## config.mk

```make
export PLATFORM = sky130hd
export DESIGN_NAME = behm_fifo
export DESIGN_NICKNAME = d
export VERILOG_FILES = /design/src/behm_pkg.sv /design/src/behm_fifo.sv
export SDC_FILE = /design/constraint.sdc
export NUM_CORES = 1
export LEC_CHECK = 0
export BUFFER_PORTS_ARGS = -buffer_cell sky130_fd_sc_hd__buf_4
export CORE_MARGIN = 5
export CORE_UTILIZATION = 53
export CTS_CLUSTER_SIZE = 8
export DETAILED_ROUTE_END_ITERATION = 7
export PLACE_DENSITY = 0.88
export SLEW_MARGIN = 20
export SYNTH_ARGS = -nofsm -noshare
export SYNTH_HDL_FRONTEND = slang
export SYNTH_SLANG_ARGS = --single-unit
```

## constraint.sdc

```tcl
create_clock -name clk_i -period 15.2 [get_ports clk_i]
set_input_delay 1.52 -clock clk_i [delete_from_list [all_inputs] [get_ports clk_i]]
set_output_delay 1.52 -clock clk_i [all_outputs]
set_load 0.01 [all_outputs]
```

## src/behm_pkg.sv

```systemverilog
// Shared types, constants and fixed-point helpers for the brick element matrix block.
// No dependencies; every design module but the checker imports this package.
`default_nettype none

package behm_pkg;

  localparam int unsigned QueueDepth = 2;

  // Reciprocals for the constant divides in the entry pipeline.
  localparam int unsigned ShiftM = 35;
  localparam int unsigned ShiftK = 34;
  localparam logic [27:0] RecipM = 28'((64'd1 << ShiftM) / 64'd216);
  localparam logic [28:0] RecipK = 29'((64'd1 << ShiftK) / 64'd36);

  localparam logic signed [31:0] SatMax = 32'sh7FFF_FFFF;
  localparam logic signed [31:0] SatMin = 32'sh8000_0000;

  // Per-element values handed from the front end to the entry pipeline.
  typedef struct packed {
    logic               bad;
    logic [30:0]        vol;
    logic [30:0]        kx;
    logic [30:0]        ky;
    logic [30:0]        kz;
    logic signed [31:0] lam;
    logic signed [31:0] cw;
    logic signed [31:0] sw;
  } item_t;

  // Q16.16 product rescale: round half away from zero, then saturate.
  function automatic logic signed [31:0] qmul_post(input logic signed [63:0] prod);
    logic        neg;
    logic [63:0] mag;
    logic [47:0] q;
    logic signed [31:0] res;
    neg = prod[63];
    mag = neg ? 64'(-prod) : 64'(prod);
    q   = 48'((mag + 64'd32768) >> 16);
    if (neg) begin
      if (q > 48'd2147483648) res = SatMin;
      else res = 32'(48'd0 - q);
    end else begin
      if (q > 48'd2147483647) res = SatMax;
      else res = 32'(q);
    end
    return res;
  endfunction

  function automatic logic signed [31:0] sat33(input logic signed [32:0] v);
    logic signed [31:0] res;
    if (v > 33'sh0_7FFF_FFFF) res = SatMax;
    else if (v < -33'sh0_8000_0000) res = SatMin;
    else res = 32'(v);
    return res;
  endfunction

endpackage

`default_nettype wire

```

## src/behm_fifo.sv

```systemverilog
// Short queue of prepared elements between front end and entry pipeline.
// Entry type from behm_pkg.
`default_nettype none

module behm_fifo #(
  parameter int unsigned Depth = behm_pkg::QueueDepth
) (
  input  wire logic       clk_i,
  input  wire logic       rst_ni,
  input  wire logic       push_i,
  input  behm_pkg::item_t data_i,
  input  wire logic       pop_i,
  output behm_pkg::item_t head_o,
  output logic            full_o,
  output logic            empty_o
);
  import behm_pkg::*;

  localparam int unsigned PtrW = (Depth > 1) ? $clog2(Depth) : 1;
  localparam int unsigned CntW = $clog2(Depth + 1);

  item_t mem_q [Depth];
  logic [PtrW-1:0] wr_q, rd_q;
  logic [CntW-1:0] cnt_q;

  function automatic logic [PtrW-1:0] nxt(input logic [PtrW-1:0] p);
    return (p == PtrW'(Depth - 1)) ? '0 : p + PtrW'(1);
  endfunction

  always_ff @(posedge clk_i or negedge rst_ni) begin
    if (!rst_ni) begin
      wr_q  <= '0;
      rd_q  <= '0;
      cnt_q <= '0;
    end else begin
      if (push_i) wr_q <= nxt(wr_q);
      if (pop_i) rd_q <= nxt(rd_q);
      if (push_i && !pop_i) cnt_q <= cnt_q + CntW'(1);
      else if (pop_i && !push_i) cnt_q <= cnt_q - CntW'(1);
    end
  end

  always_ff @(posedge clk_i) begin
    if (push_i) mem_q[wr_q] <= data_i;
  end

  assign head_o  = mem_q[rd_q];
  assign full_o  = (cnt_q == CntW'(Depth));
  assign empty_o = (cnt_q == '0);

endmodule

`default_nettype wire

```

==> impl_metrics.csv <==
group,metric,value,unit
timing,timing_hold_violations_final,0,
yosys,synth_compound_area_share,0,%
yosys,syn_inst,704,
grt,grt_max_degree,158,
yosys,synth_xor_area_share,0.259,%
cells_and_area,final_common_cell,"buf_4",
clock_tree,hold_buffers,0,
yosys,syn_nets,930,
yosys,synth_top_family_by_area,"multiplexers",
setup_path,cp-end-kind,"output port",
detailed_routing,wl_per_cell,23.5,um
yosys,synth_area,16900,um2
cells_and_area,drive_above_1_share,61.4,%
setup_path,path_buf_inv,3,
clock_tree,clk_latency,0.56,ns
place,hpwlAfterDp,25000,um
grt,antenna_found_initial,1,
timing,rsz0062_at_grt,"no",
timing,slew_viol_final,0,
clock_tree,post_cts_buffers,0,
setup_path,critical_path_arrival,2.86,ns
power_and_ir_drop,switching_power,1.18,mW
detailed_routing,first_iter_violations,399,
timing,slew_headroom,28.4,%
power_and_ir_drop,p_comb_share,32.8,%
timing,fin_crit_sh,28.8,%
grt,overflow,0,
power_and_ir_drop,power.leakage,8.90,nW
clock_tree,cts_buffers,61,
setup_path,critPathMaxFanout,96,
clock_tree,htree_levels,2,
clock_tree,cts_tree,"done",
detailed_routing,drc,0,
power_and_ir_drop,p_total,4.30,mW
clock_tree,cts_sinks,446,
yosys,synth-seq-cells,446,
clock_tree,clock-root-buffer,"clkbuf_16",
yosys,yosys_warnings,0,
timing,tightest_slew,1.07,ns
clock_tree,clockBufferDepth,3,
cells_and_area,syn_to_final_growth,31.5,%
detailed_routing,vias_per_cell,5.19,
floorplanning,die_w,189,um
setup_path,critical_path.cell_chain,"buf_12 > buf_16 > mux2_4 > buf_4",
power_and_ir_drop,irDropWorstVdd,144,uV
grt,grt_usage,20.7,%
status,status,"complete, no violations",
setup_path,worstSetupPathType,"flop to output port",
yosys,synthMuxAreaShare,18.7,%
clock_tree,clk_pin_slew,0.05,ns
yosys,synthSimpleGateAreaFrac,0.155,%
timing,finalSetupViolCount,0,
setup_path,cp_top_family,"buffers and inverters",
yosys,synth_cell_types,15,
setup_path,ff2ff_setup_slack,12.07,ns
power_and_ir_drop,clkPwrFrac,27.4,%
power_and_ir_drop,p_int,3.12,mW
clock_tree,cts.repair.resized,0,
floorplanning,dieArea,35600,um2
detailed_routing,antenna_left,0,
detailed_routing,detail_route.wirelength,37900,um
detailed_routing,wl_met2,19500,um
timing,tns,0,ns
grt,grt_pass1_wl,56100,um
grt,grt_pass1_vias,9482,
place,routabilityCongestion,0.781,
yosys,synth_area_per_cell,24.0,um2
power_and_ir_drop,pwr_density_cell,193,nW/um2
floorplanning,die_h,189,um
min_path,hp-class,"flop to flop",
place,port_buffers,447,
floorplanning,num_io_pins,448,
timing,fin_crit,4.38,ns
yosys,yosysSeqAreaShare,79.0,%
setup_path,cp.required,13.68,ns
flow_run,maxCapViolCount,0,
setup_path,crit_slowest_cell,"dfrtp_4",
power_and_ir_drop,power.share.sequential,39.9,%
setup_path,start_kind,"flop",
detailed_routing,met3_length,4120,um
detailed_routing,routed.top_layer,"met4",
detailed_routing,first_pass_iters,5,
setup_path,slowest_delay,0.68,ns
floorplanning,initial_core_util,53.6,%
yosys,synth_adder_area_share,0.0739,%
detailed_routing,vias,8380,
detailed_routing,wl_met1,13000,um
cells_and_area,final_cell_mix,"buf_4, edfxtp_1, mux2_4, clkbuf_16, mux2_2",
timing,fmax,0.229,GHz
power_and_ir_drop,switching_share,27.5,%
floorplanning,row_count,65,
timing,skew,0.00940,ns
floorplanning,core_area,31600,um2
cells_and_area,final_nets,1425,
[worst register-to-register path, delay by kind of cell (launching register included)]
| family | cells | cell delay (ns) |
|---|---|---|
| buffers and inverters | 2 | 1.54 |
| and+or+nand+nor | 1 | 0.70 |
| DFF | 1 | 0.45 |
[synth_stat cells (all sizes together)]
master | number | area (um2)
and2 | 1 | 6.26
buf | 25 | 303
dfrtp | 4 | 100
edfxtp | 442 | 13300
ha | 1 | 12.5
inv | 1 | 3.75
mux2 | 221 | 3160
nor2 | 2 | 7.51
nor2b | 2 | 12.5
xnor2 | 1 | 8.76
xor2 | 4 | 35.0
[registers in the layout, summed over array words and instances, names as in the netlist]
register,cells
cnt_q,2
mem_q,442
rd_q,1
wr_q,1
[power groups by stage]
stage	logic, mW	clock network (mW)	registers, mW
6_report	1.41	1.18	1.72
4_1_cts	1.42	1.20	1.72
3_3_place_gp	1.39	0	1.72
3_5_place_dp	1.41	0	1.74
2_1_floorplan	0.883	0	1.78
5_1_grt	1.48	1.27	1.74
[final cells by class]
cell class	count	area, um2
antenna	1	2.50
clock buffer	76	1630
clock inverter	1	8.76
fill	1846	9300
inverter	1	3.75
multi-input combinational	232	3260
sequential	446	13400
tap	402	503
timing repair buffer	457	3480
[worst paths after layout]
check / from / to / cells after the start
max: rd_q / head_o[81] / 4
min: cnt_q[1] / cnt_q[1] / 1
max reg2reg: wr_q / mem_q[0][218] / 3
min reg2reg: cnt_q[1] / cnt_q[1] / 1
max in group asynchronous: rst_ni / rd_q / 1
min in group asynchronous: rst_ni / wr_q / 1
[metrics by stage]
stage	cell area, um2	utilization (%)	instances	hold slack, ns	setup WS [ns]
2_1_floorplan	16900	-	704	0.455	3.33
3_3_place_gp	20600	65.2	1536	0.477	10.92
3_5_place_dp	20600	65.2	1536	0.501	10.89
4_1_cts	22200	70.4	1613	0.519	10.85
5_1_grt	22300	70.5	1616	0.537	10.73
6_report	22300	70.5	1616	0.518	10.83
[layer usage]
metal / GRT usage, % / vias up
met5: 0 / -
met4: 7.54 / 0
met3: 8.78 / 78
met2: 36.3 / 440
met1: 22.4 / 4086
li1: - / 3776
[logic make-up after synthesis]
kind of cell | after synthesis
xor gates and xnor gates | 5
adders and majority gates | 1
buffers and inverters | 26
and+or+nand+nor | 5
DFF | 446
muxes | 221
Note: power is estimated with default switching activity, not from simulation.
