==> src/behm_pkg.sv <==
// Shared types, constants and fixed-point helpers for the brick element matrix block.
// No dependencies; every design module but the checker imports this package.
`default_nettype none

package behm_pkg;

  localparam int unsigned QueueDepth = 2;

  // Reciprocals for the constant divides in the entry pipeline.
  localparam int unsigned ShiftM = 35;
  localparam int unsigned ShiftK = 34;
  localparam logic [27:0] RecipM = 28'((64'd1 << ShiftM) / 64'd216);
  localparam logic [28:0] RecipK = 29'((64'd1 << ShiftK) / 64'd36);

  localparam logic signed [31:0] SatMax = 32'sh7FFF_FFFF;
  localparam logic signed [31:0] SatMin = 32'sh8000_0000;

  // Per-element values handed from the front end to the entry pipeline.
  typedef struct packed {
    logic               bad;
    logic [30:0]        vol;
    logic [30:0]        kx;
    logic [30:0]        ky;
    logic [30:0]        kz;
    logic signed [31:0] lam;
    logic signed [31:0] cw;
    logic signed [31:0] sw;
  } item_t;

  // Q16.16 product rescale: round half away from zero, then saturate.
  function automatic logic signed [31:0] qmul_post(input logic signed [63:0] prod);
    logic        neg;
    logic [63:0] mag;
    logic [47:0] q;
    logic signed [31:0] res;
    neg = prod[63];
    mag = neg ? 64'(-prod) : 64'(prod);
    q   = 48'((mag + 64'd32768) >> 16);
    if (neg) begin
      if (q > 48'd2147483648) res = SatMin;
      else res = 32'(48'd0 - q);
    end else begin
      if (q > 48'd2147483647) res = SatMax;
      else res = 32'(q);
    end
    return res;
  endfunction

  function automatic logic signed [31:0] sat33(input logic signed [32:0] v);
    logic signed [31:0] res;
    if (v > 33'sh0_7FFF_FFFF) res = SatMax;
    else if (v < -33'sh0_8000_0000) res = SatMin;
    else res = 32'(v);
    return res;
  endfunction

endpackage

`default_nettype wire

==> src/behm_div.sv <==
// Bit-serial rounded Q16.16 divider: sat(round(num * 2^16 / den)), num >= 0, den > 0.
// Uses behm_pkg for the saturation constant.
`default_nettype none

module behm_div (
  input  wire logic        clk_i,
  input  wire logic        rst_ni,
  input  wire logic        start_i,
  input  wire logic [30:0] num_i,
  input  wire logic [30:0] den_i,
  output logic             busy_o,
  output logic [30:0]      quot_o
);
  import behm_pkg::*;

  logic [30:0] rem_q, rem_d;
  logic [30:0] sh_q, sh_d;     // dividend low bits in, quotient bits out
  logic [30:0] den_q;
  logic [4:0]  cnt_q, cnt_d;
  logic        busy_q, busy_d;
  logic        ovf_q, ovf_d;

  logic [47:0] x_full;
  logic [31:0] trial;
  logic        ge;

  assign x_full = {1'b0, num_i, 16'd0} + {18'd0, den_i[30:1]};
  assign trial  = {rem_q, sh_q[30]};
  assign ge     = trial >= {1'b0, den_q};

  always_comb begin
    rem_d  = rem_q;
    sh_d   = sh_q;
    cnt_d  = cnt_q;
    busy_d = busy_q;
    ovf_d  = ovf_q;
    if (start_i) begin
      // quotient of 2^31 or more saturates straight away
      ovf_d  = {14'd0, x_full[47:31]} >= den_i;
      rem_d  = 31'(x_full[47:31]);
      sh_d   = x_full[30:0];
      cnt_d  = 5'd31;
      busy_d = !ovf_d;
    end else if (busy_q) begin
      rem_d = ge ? 31'(trial - {1'b0, den_q}) : trial[30:0];
      sh_d  = {sh_q[29:0], ge};
      cnt_d = cnt_q - 5'd1;
      if (cnt_q == 5'd1) busy_d = 1'b0;
    end
  end

  always_ff @(posedge clk_i or negedge rst_ni) begin
    if (!rst_ni) begin
      busy_q <= 1'b0;
      cnt_q  <= 5'd0;
    end else begin
      busy_q <= busy_d;
      cnt_q  <= cnt_d;
    end
  end

  always_ff @(posedge clk_i) begin
    rem_q <= rem_d;
    sh_q  <= sh_d;
    ovf_q <= ovf_d;
    if (start_i) den_q <= den_i;
  end

  assign busy_o = busy_q;
  assign quot_o = ovf_q ? SatMax[30:0] : sh_q;

endmodule

`default_nettype wire

==> src/behm_front.sv <==
// Front end: takes an element, forms volume, stiffness factors and omega terms.
// One shared Q16.16 multiplier plus three behm_div units; uses behm_pkg.
`default_nettype none

module behm_front (
  input  wire logic               clk_i,
  input  wire logic               rst_ni,
  input  wire logic               start_i,
  input  wire logic [30:0]        width_x_i,
  input  wire logic [30:0]        width_y_i,
  input  wire logic [30:0]        width_z_i,
  input  wire logic signed [31:0] conductivity_i,
  input  wire logic signed [31:0] damping_i,
  input  wire logic signed [31:0] capacity_i,
  input  wire logic [30:0]        omega_i,
  input  wire logic               full_i,
  output logic                    busy_o,
  output logic                    push_o,
  output behm_pkg::item_t         item_o
);
  import behm_pkg::*;

  typedef enum logic [2:0] {
    StIdle = 3'b001,
    StMul  = 3'b010,
    StDiv  = 3'b100
  } state_e;

  localparam logic [2:0] StepHxy = 3'd0;
  localparam logic [2:0] StepHyz = 3'd1;
  localparam logic [2:0] StepHxz = 3'd2;
  localparam logic [2:0] StepVol = 3'd3;
  localparam logic [2:0] StepW2  = 3'd4;
  localparam logic [2:0] StepCw  = 3'd5;
  localparam logic [2:0] StepSw  = 3'd6;

  state_e state_q, state_d;
  logic [2:0] step_q, step_d;

  logic [30:0] hx_q, hy_q, hz_q;
  logic signed [31:0] lam_q, sig_q, chi_q;
  logic bad_q;
  logic signed [31:0] hxy_q, hyz_q, hxz_q, vol_q, w2_q, cw_q, sw_q;

  logic signed [31:0] op_a, op_b, mul_res;
  logic signed [63:0] prod;
  logic div_start;
  logic [2:0] div_busy;
  logic [30:0] kx, ky, kz;

  always_comb begin
    op_a = '0;
    op_b = '0;
    case (step_q)
      StepHxy: begin op_a = {1'b0, hx_q}; op_b = {1'b0, hy_q}; end
      StepHyz: begin op_a = {1'b0, hy_q}; op_b = {1'b0, hz_q}; end
      StepHxz: begin op_a = {1'b0, hx_q}; op_b = {1'b0, hz_q}; end
      StepVol: begin op_a = hxy_q;        op_b = {1'b0, hz_q}; end
      StepW2:  begin op_a = {1'b0, omega_i}; op_b = {1'b0, omega_i}; end
      StepCw:  begin op_a = w2_q;         op_b = chi_q; end
      StepSw:  begin op_a = {1'b0, omega_i}; op_b = sig_q; end
      default: begin op_a = '0; op_b = '0; end
    endcase
  end

  assign prod    = op_a * op_b;
  assign mul_res = qmul_post(prod);

  // edge products are all in place once the volume step runs
  assign div_start = (state_q == StMul) && (step_q == StepVol);

  behm_div u_div_x (
    .clk_i, .rst_ni, .start_i(div_start), .num_i(hyz_q[30:0]), .den_i(hx_q),
    .busy_o(div_busy[0]), .quot_o(kx)
  );
  behm_div u_div_y (
    .clk_i, .rst_ni, .start_i(div_start), .num_i(hxz_q[30:0]), .den_i(hy_q),
    .busy_o(div_busy[1]), .quot_o(ky)
  );
  behm_div u_div_z (
    .clk_i, .rst_ni, .start_i(div_start), .num_i(hxy_q[30:0]), .den_i(hz_q),
    .busy_o(div_busy[2]), .quot_o(kz)
  );

  always_comb begin
    state_d = state_q;
    step_d  = step_q;
    push_o  = 1'b0;
    case (state_q)
      StIdle: begin
        if (start_i) begin
          state_d = StMul;
          step_d  = StepHxy;
        end
      end
      StMul: begin
        step_d = step_q + 3'd1;
        if (step_q == StepSw) state_d = StDiv;
      end
      StDiv: begin
        if (div_busy == 3'b000 && !full_i) begin
          push_o  = 1'b1;
          state_d = StIdle;
        end
      end
      default: state_d = StIdle;
    endcase
  end

  always_ff @(posedge clk_i or negedge rst_ni) begin
    if (!rst_ni) begin
      state_q <= StIdle;
      step_q  <= StepHxy;
    end else begin
      state_q <= state_d;
      step_q  <= step_d;
    end
  end

  always_ff @(posedge clk_i) begin
    if (state_q == StIdle && start_i) begin
      hx_q  <= width_x_i;
      hy_q  <= width_y_i;
      hz_q  <= width_z_i;
      lam_q <= conductivity_i;
      sig_q <= damping_i;
      chi_q <= capacity_i;
      bad_q <= (width_x_i == '0) || (width_y_i == '0) || (width_z_i == '0);
    end
    if (state_q == StMul) begin
      case (step_q)
        StepHxy: hxy_q <= mul_res;
        StepHyz: hyz_q <= mul_res;
        StepHxz: hxz_q <= mul_res;
        StepVol: vol_q <= mul_res;
        StepW2:  w2_q  <= mul_res;
        StepCw:  cw_q  <= mul_res;
        StepSw:  sw_q  <= mul_res;
        default: ;
      endcase
    end
  end

  // a zero edge zeroes volume and stiffness, so every entry comes out zero
  always_comb begin
    item_o.bad = bad_q;
    item_o.vol = bad_q ? '0 : vol_q[30:0];
    item_o.kx  = bad_q ? '0 : kx;
    item_o.ky  = bad_q ? '0 : ky;
    item_o.kz  = bad_q ? '0 : kz;
    item_o.lam = lam_q;
    item_o.cw  = cw_q;
    item_o.sw  = sw_q;
  end

  assign busy_o = (state_q != StIdle);

endmodule

`default_nettype wire

==> config.mk <==
export PLATFORM = sky130hd
export DESIGN_NAME = behm_front
export DESIGN_NICKNAME = d
export VERILOG_FILES = /design/src/behm_pkg.sv /design/src/behm_div.sv /design/src/behm_front.sv
export SDC_FILE = /design/constraint.sdc
export NUM_CORES = 2
export LEC_CHECK = 0
export BUFFER_PORTS_ARGS = -buffer_cell sky130_fd_sc_hd__buf_2
export CORE_MARGIN = 2
export CORE_UTILIZATION = 60
export CTS_BUF_LIST = sky130_fd_sc_hd__clkbuf_2 sky130_fd_sc_hd__clkbuf_4 sky130_fd_sc_hd__clkbuf_8
export DETAILED_ROUTE_END_ITERATION = 6
export GPL_TIMING_DRIVEN = 0
export PLACE_DENSITY = 0.79
export SLEW_MARGIN = 20
export SYNTH_ARGS = -nofsm -noshare
export SYNTH_HDL_FRONTEND = slang
export SYNTH_HIERARCHICAL = 1
export SYNTH_SLANG_ARGS = --single-unit
==> constraint.sdc <==
create_clock -name clk_i -period 23.9 [get_ports clk_i]
set_input_delay 4.78 -clock clk_i [delete_from_list [all_inputs] [get_ports clk_i]]
set_output_delay 4.78 -clock clk_i [all_outputs]
set_load 0.1 [all_outputs]
==> results_dict.tcl <==
set metrics [dict create \
    final_common_cell "inv_1" \
    drv_cap 0 \
    timing.final.max_slew_violations 0 \
    period_needed_ns 22.41 \
    grtUsageMet3_pct 12.0 \
    hold_buffers 0 \
    place.gp.congestion 1.10 \
    grt_pass1_wl_mm 451 \
    crit_type "reg -> reg" \
    placementRows 133 \
    crit_required_ns 24.41 \
    routed_wl_mm 315 \
    start_kind "flop" \
    vias_per_cell 6.36 \
    layout-drive-gt1-share_pct 12.8 \
    grtUsageTotal_pct 46.4 \
    grtUsageMet1_pct 56.2 \
    post-route-period-util_pct 93.8 \
    grt_pass1_vias 67600 \
    timing.final.setup_violations 0 \
    seq_area_frac_synth_pct 26.5 \
    die_w_um 367 \
    cts-root-buf "clkbuf_8" \
    antenna_found_initial 35 \
    slowest_delay_ns 1.15 \
    relSlewSlack_pct 13.3 \
    hold_viol_final 0 \
    layout_common_cells "inv_1, fa_1, nand2_1, nor2_1, edfxtp_1" \
    ios 447 \
    status "completed" \
    synth.avg_cell_area_um2 9.70 \
    finClkSkew_ns 0.0680 \
    cp_max_fo 14 \
    synth_cell_type_count 125 \
    yosysWarnings 6 \
    grt_overflow_total 0 \
    hold_class "reg -> reg" \
    grt_max_degree 99 \
    final_cell_area_mm2 0.0875 \
    h-tree-depth 3 \
    cpMaxStageDelayCell "fa_1" \
    place_area_mm2 0.0850 \
    start_util_pct 60.4 \
    placed_cells 10400 \
    drc_errors 0 \
    synthFlopType "edfxtp_1" \
    cts_tree "done" \
    max_freq_mhz 44.6 \
    insertion_delay_ns 0.91 \
    core_area_mm2 0.131 \
    ys_ff_latch 717 \
    fp.dieH_um 367 \
    fin_util_pct 66.7 \
    drtAntennaViolNets 0 \
    layout.nets 10500 \
    synth_area_mm2 0.0793 \
    use_met2_pct 70.8 \
    cts_sinks 717 \
    netlist_instances 8168 \
    first_iter_violations 8456 \
    crit_arrival_ns 22.92 \
    syn_to_final_growth_pct 10.4 \
    dr_total_vias 68000 \
    rsz0062_at_grt "no" \
    drt_pass1_iterations 7 \
    clockBufferDepth 3 \
    die-area_mm2 0.135 \
    postCtsSetupBuffers 0 \
    tightest_slew_ns 1.30 \
    port_buffers 446 \
    cp_common_cell "clkbuf_1" \
    numCtsBuffers 113 \
    fin_cells 10700 \
    ctsResizeCount 0 \
    cts.clk_slew.worst_paths_ns 0.06 \
    hpwl_mm 259 \
    drt-wirelength-per-cell_um 29.4 \
    grt-busiest-layer "met2" \
    async_flop_share_pct 3.35 \
    syn_nets 9864 \
    synth_edf_count 651 \
    critPathCaptureType "flop" \
]
[state kept, by name, summed over array words and instances, names as in the netlist, 32 cells and up]
| name | cells |
|---|---|
| chi_q | 32 |
| lam_q | 32 |
| w2_q | 32 |
| sig_q | 32 |
| sw_q | 32 |
| cw_q | 32 |
| hxy_q | 32 |
[synth_stat cells (31+ instances only)]
master | number | area [um2]
nor3_1 | 84 | 420
mux2i_1 | 38 | 380
inv_1 | 1313 | 4930
a211oi_1 | 59 | 443
xor2_1 | 98 | 858
nand2b_1 | 56 | 350
fa_1 | 1088 | 21800
o21a_1 | 49 | 368
nand4_1 | 75 | 469
nor2b_1 | 159 | 995
nor4_1 | 56 | 350
nor2_1 | 738 | 2770
clkbuf_1 | 318 | 1190
nand2_1 | 908 | 3410
ha_1 | 384 | 4800
buf_2 | 45 | 225
and2_1 | 76 | 475
xnor2_1 | 189 | 1660
and3_1 | 45 | 282
a21oi_1 | 326 | 1630
o31ai_1 | 31 | 233
a22oi_1 | 41 | 308
or2_2 | 111 | 694
o21ai_0 | 164 | 821
nand3_1 | 105 | 526
a21o_1 | 101 | 758
edfxtp_1 | 651 | 19500
mux2_2 | 115 | 1290
o211ai_1 | 54 | 405
dfxtp_1 | 42 | 841
[cells by family (layout without fill, tap and decap cells)]
| group | count (synthesis) | after routing | synth area share [%] |
|---|---|---|---|
| xor gates and xnor gates | 288 | 288 | 3.20 |
| and+or+nand+nor | 2583 | 2583 | 15.5 |
| AOI/OAI and AO/OA | 1237 | 1237 | 10.8 |
| other | 0 | 49 | 0 |
| DFF | 717 | 717 | 26.5 |
| buffers and inverters | 1714 | 2439 | 8.31 |
| muxes | 157 | 157 | 2.19 |
| adders and majority gates | 1472 | 1472 | 33.5 |
[worst max-delay path: cells and delay by family, from the launching register on]
kind,cells,cell delay (ns)
DFF,1,0.36
and+or+nand+nor,11,3.78
buffers and inverters,26,8.64
adders and majority gates,11,5.78
xor gates and xnor gates,2,0.43
AOI/OAI and AO/OA,11,2.97
[worst paths after layout]
path                                           startpoint                              to  slack, ns  cells past startpoint
setup / recovery                    step_q[2]$_DFFE_PN0P_             hyz_q[19]$_DFFE_PP_       1.49                     61
hold / removal             u_div_z/rem_q[21]$_SDFFE_PP0P_  u_div_z/rem_q[21]$_SDFFE_PP0P_       0.49                      2
setup reg to reg                    step_q[2]$_DFFE_PN0P_             hyz_q[19]$_DFFE_PP_       1.49                     61
hold reg to reg            u_div_z/rem_q[21]$_SDFFE_PP0P_  u_div_z/rem_q[21]$_SDFFE_PP0P_       0.49                      2
max in group asynchronous                          rst_ni          state_q[2]$_DFFE_PN0P_      19.46                      1
min in group asynchronous                          rst_ni    u_div_y/cnt_q[4]$_DFFE_PN0P_       3.91                      1
[per-layer routing]
| layer | part of all wire (%) | wire (um) |
|---|---|---|
| met4 | 9.6 | 30400 |
| met2 | 44 | 140000 |
| met5 | 0.036 | 114 |
| met3 | 11 | 35700 |
| met1 | 34 | 109000 |
[layout make-up]
cell class                      count  area [um2]
Inverter                         1314        4940
Timing Repair Buffer              515        3100
Sequential cell                   717       21000
Clock inverter                     56         541
Tap cell                         1755        2200
Buffer                            400        1660
Multi-Input combinational cell   5737       52100
Antenna cell                       49         123
Clock buffer                      154        1890
Fill cell                       10400       43800
[metrics by stage]
stage                     hold slack (ns)  worst slack, ns  setup TNS, ns
after floorplan                     0.437             5.63              0
after global placement              0.457           -0.525          -8.76
after detailed placement            0.467             1.38              0
after CTS                           0.481             2.02              0
after global routing                0.501            0.713              0
final                               0.490             1.49              0
Power is not shown: default switching activity piles up to over one toggle a cycle in this logic, so the estimate is an artifact.
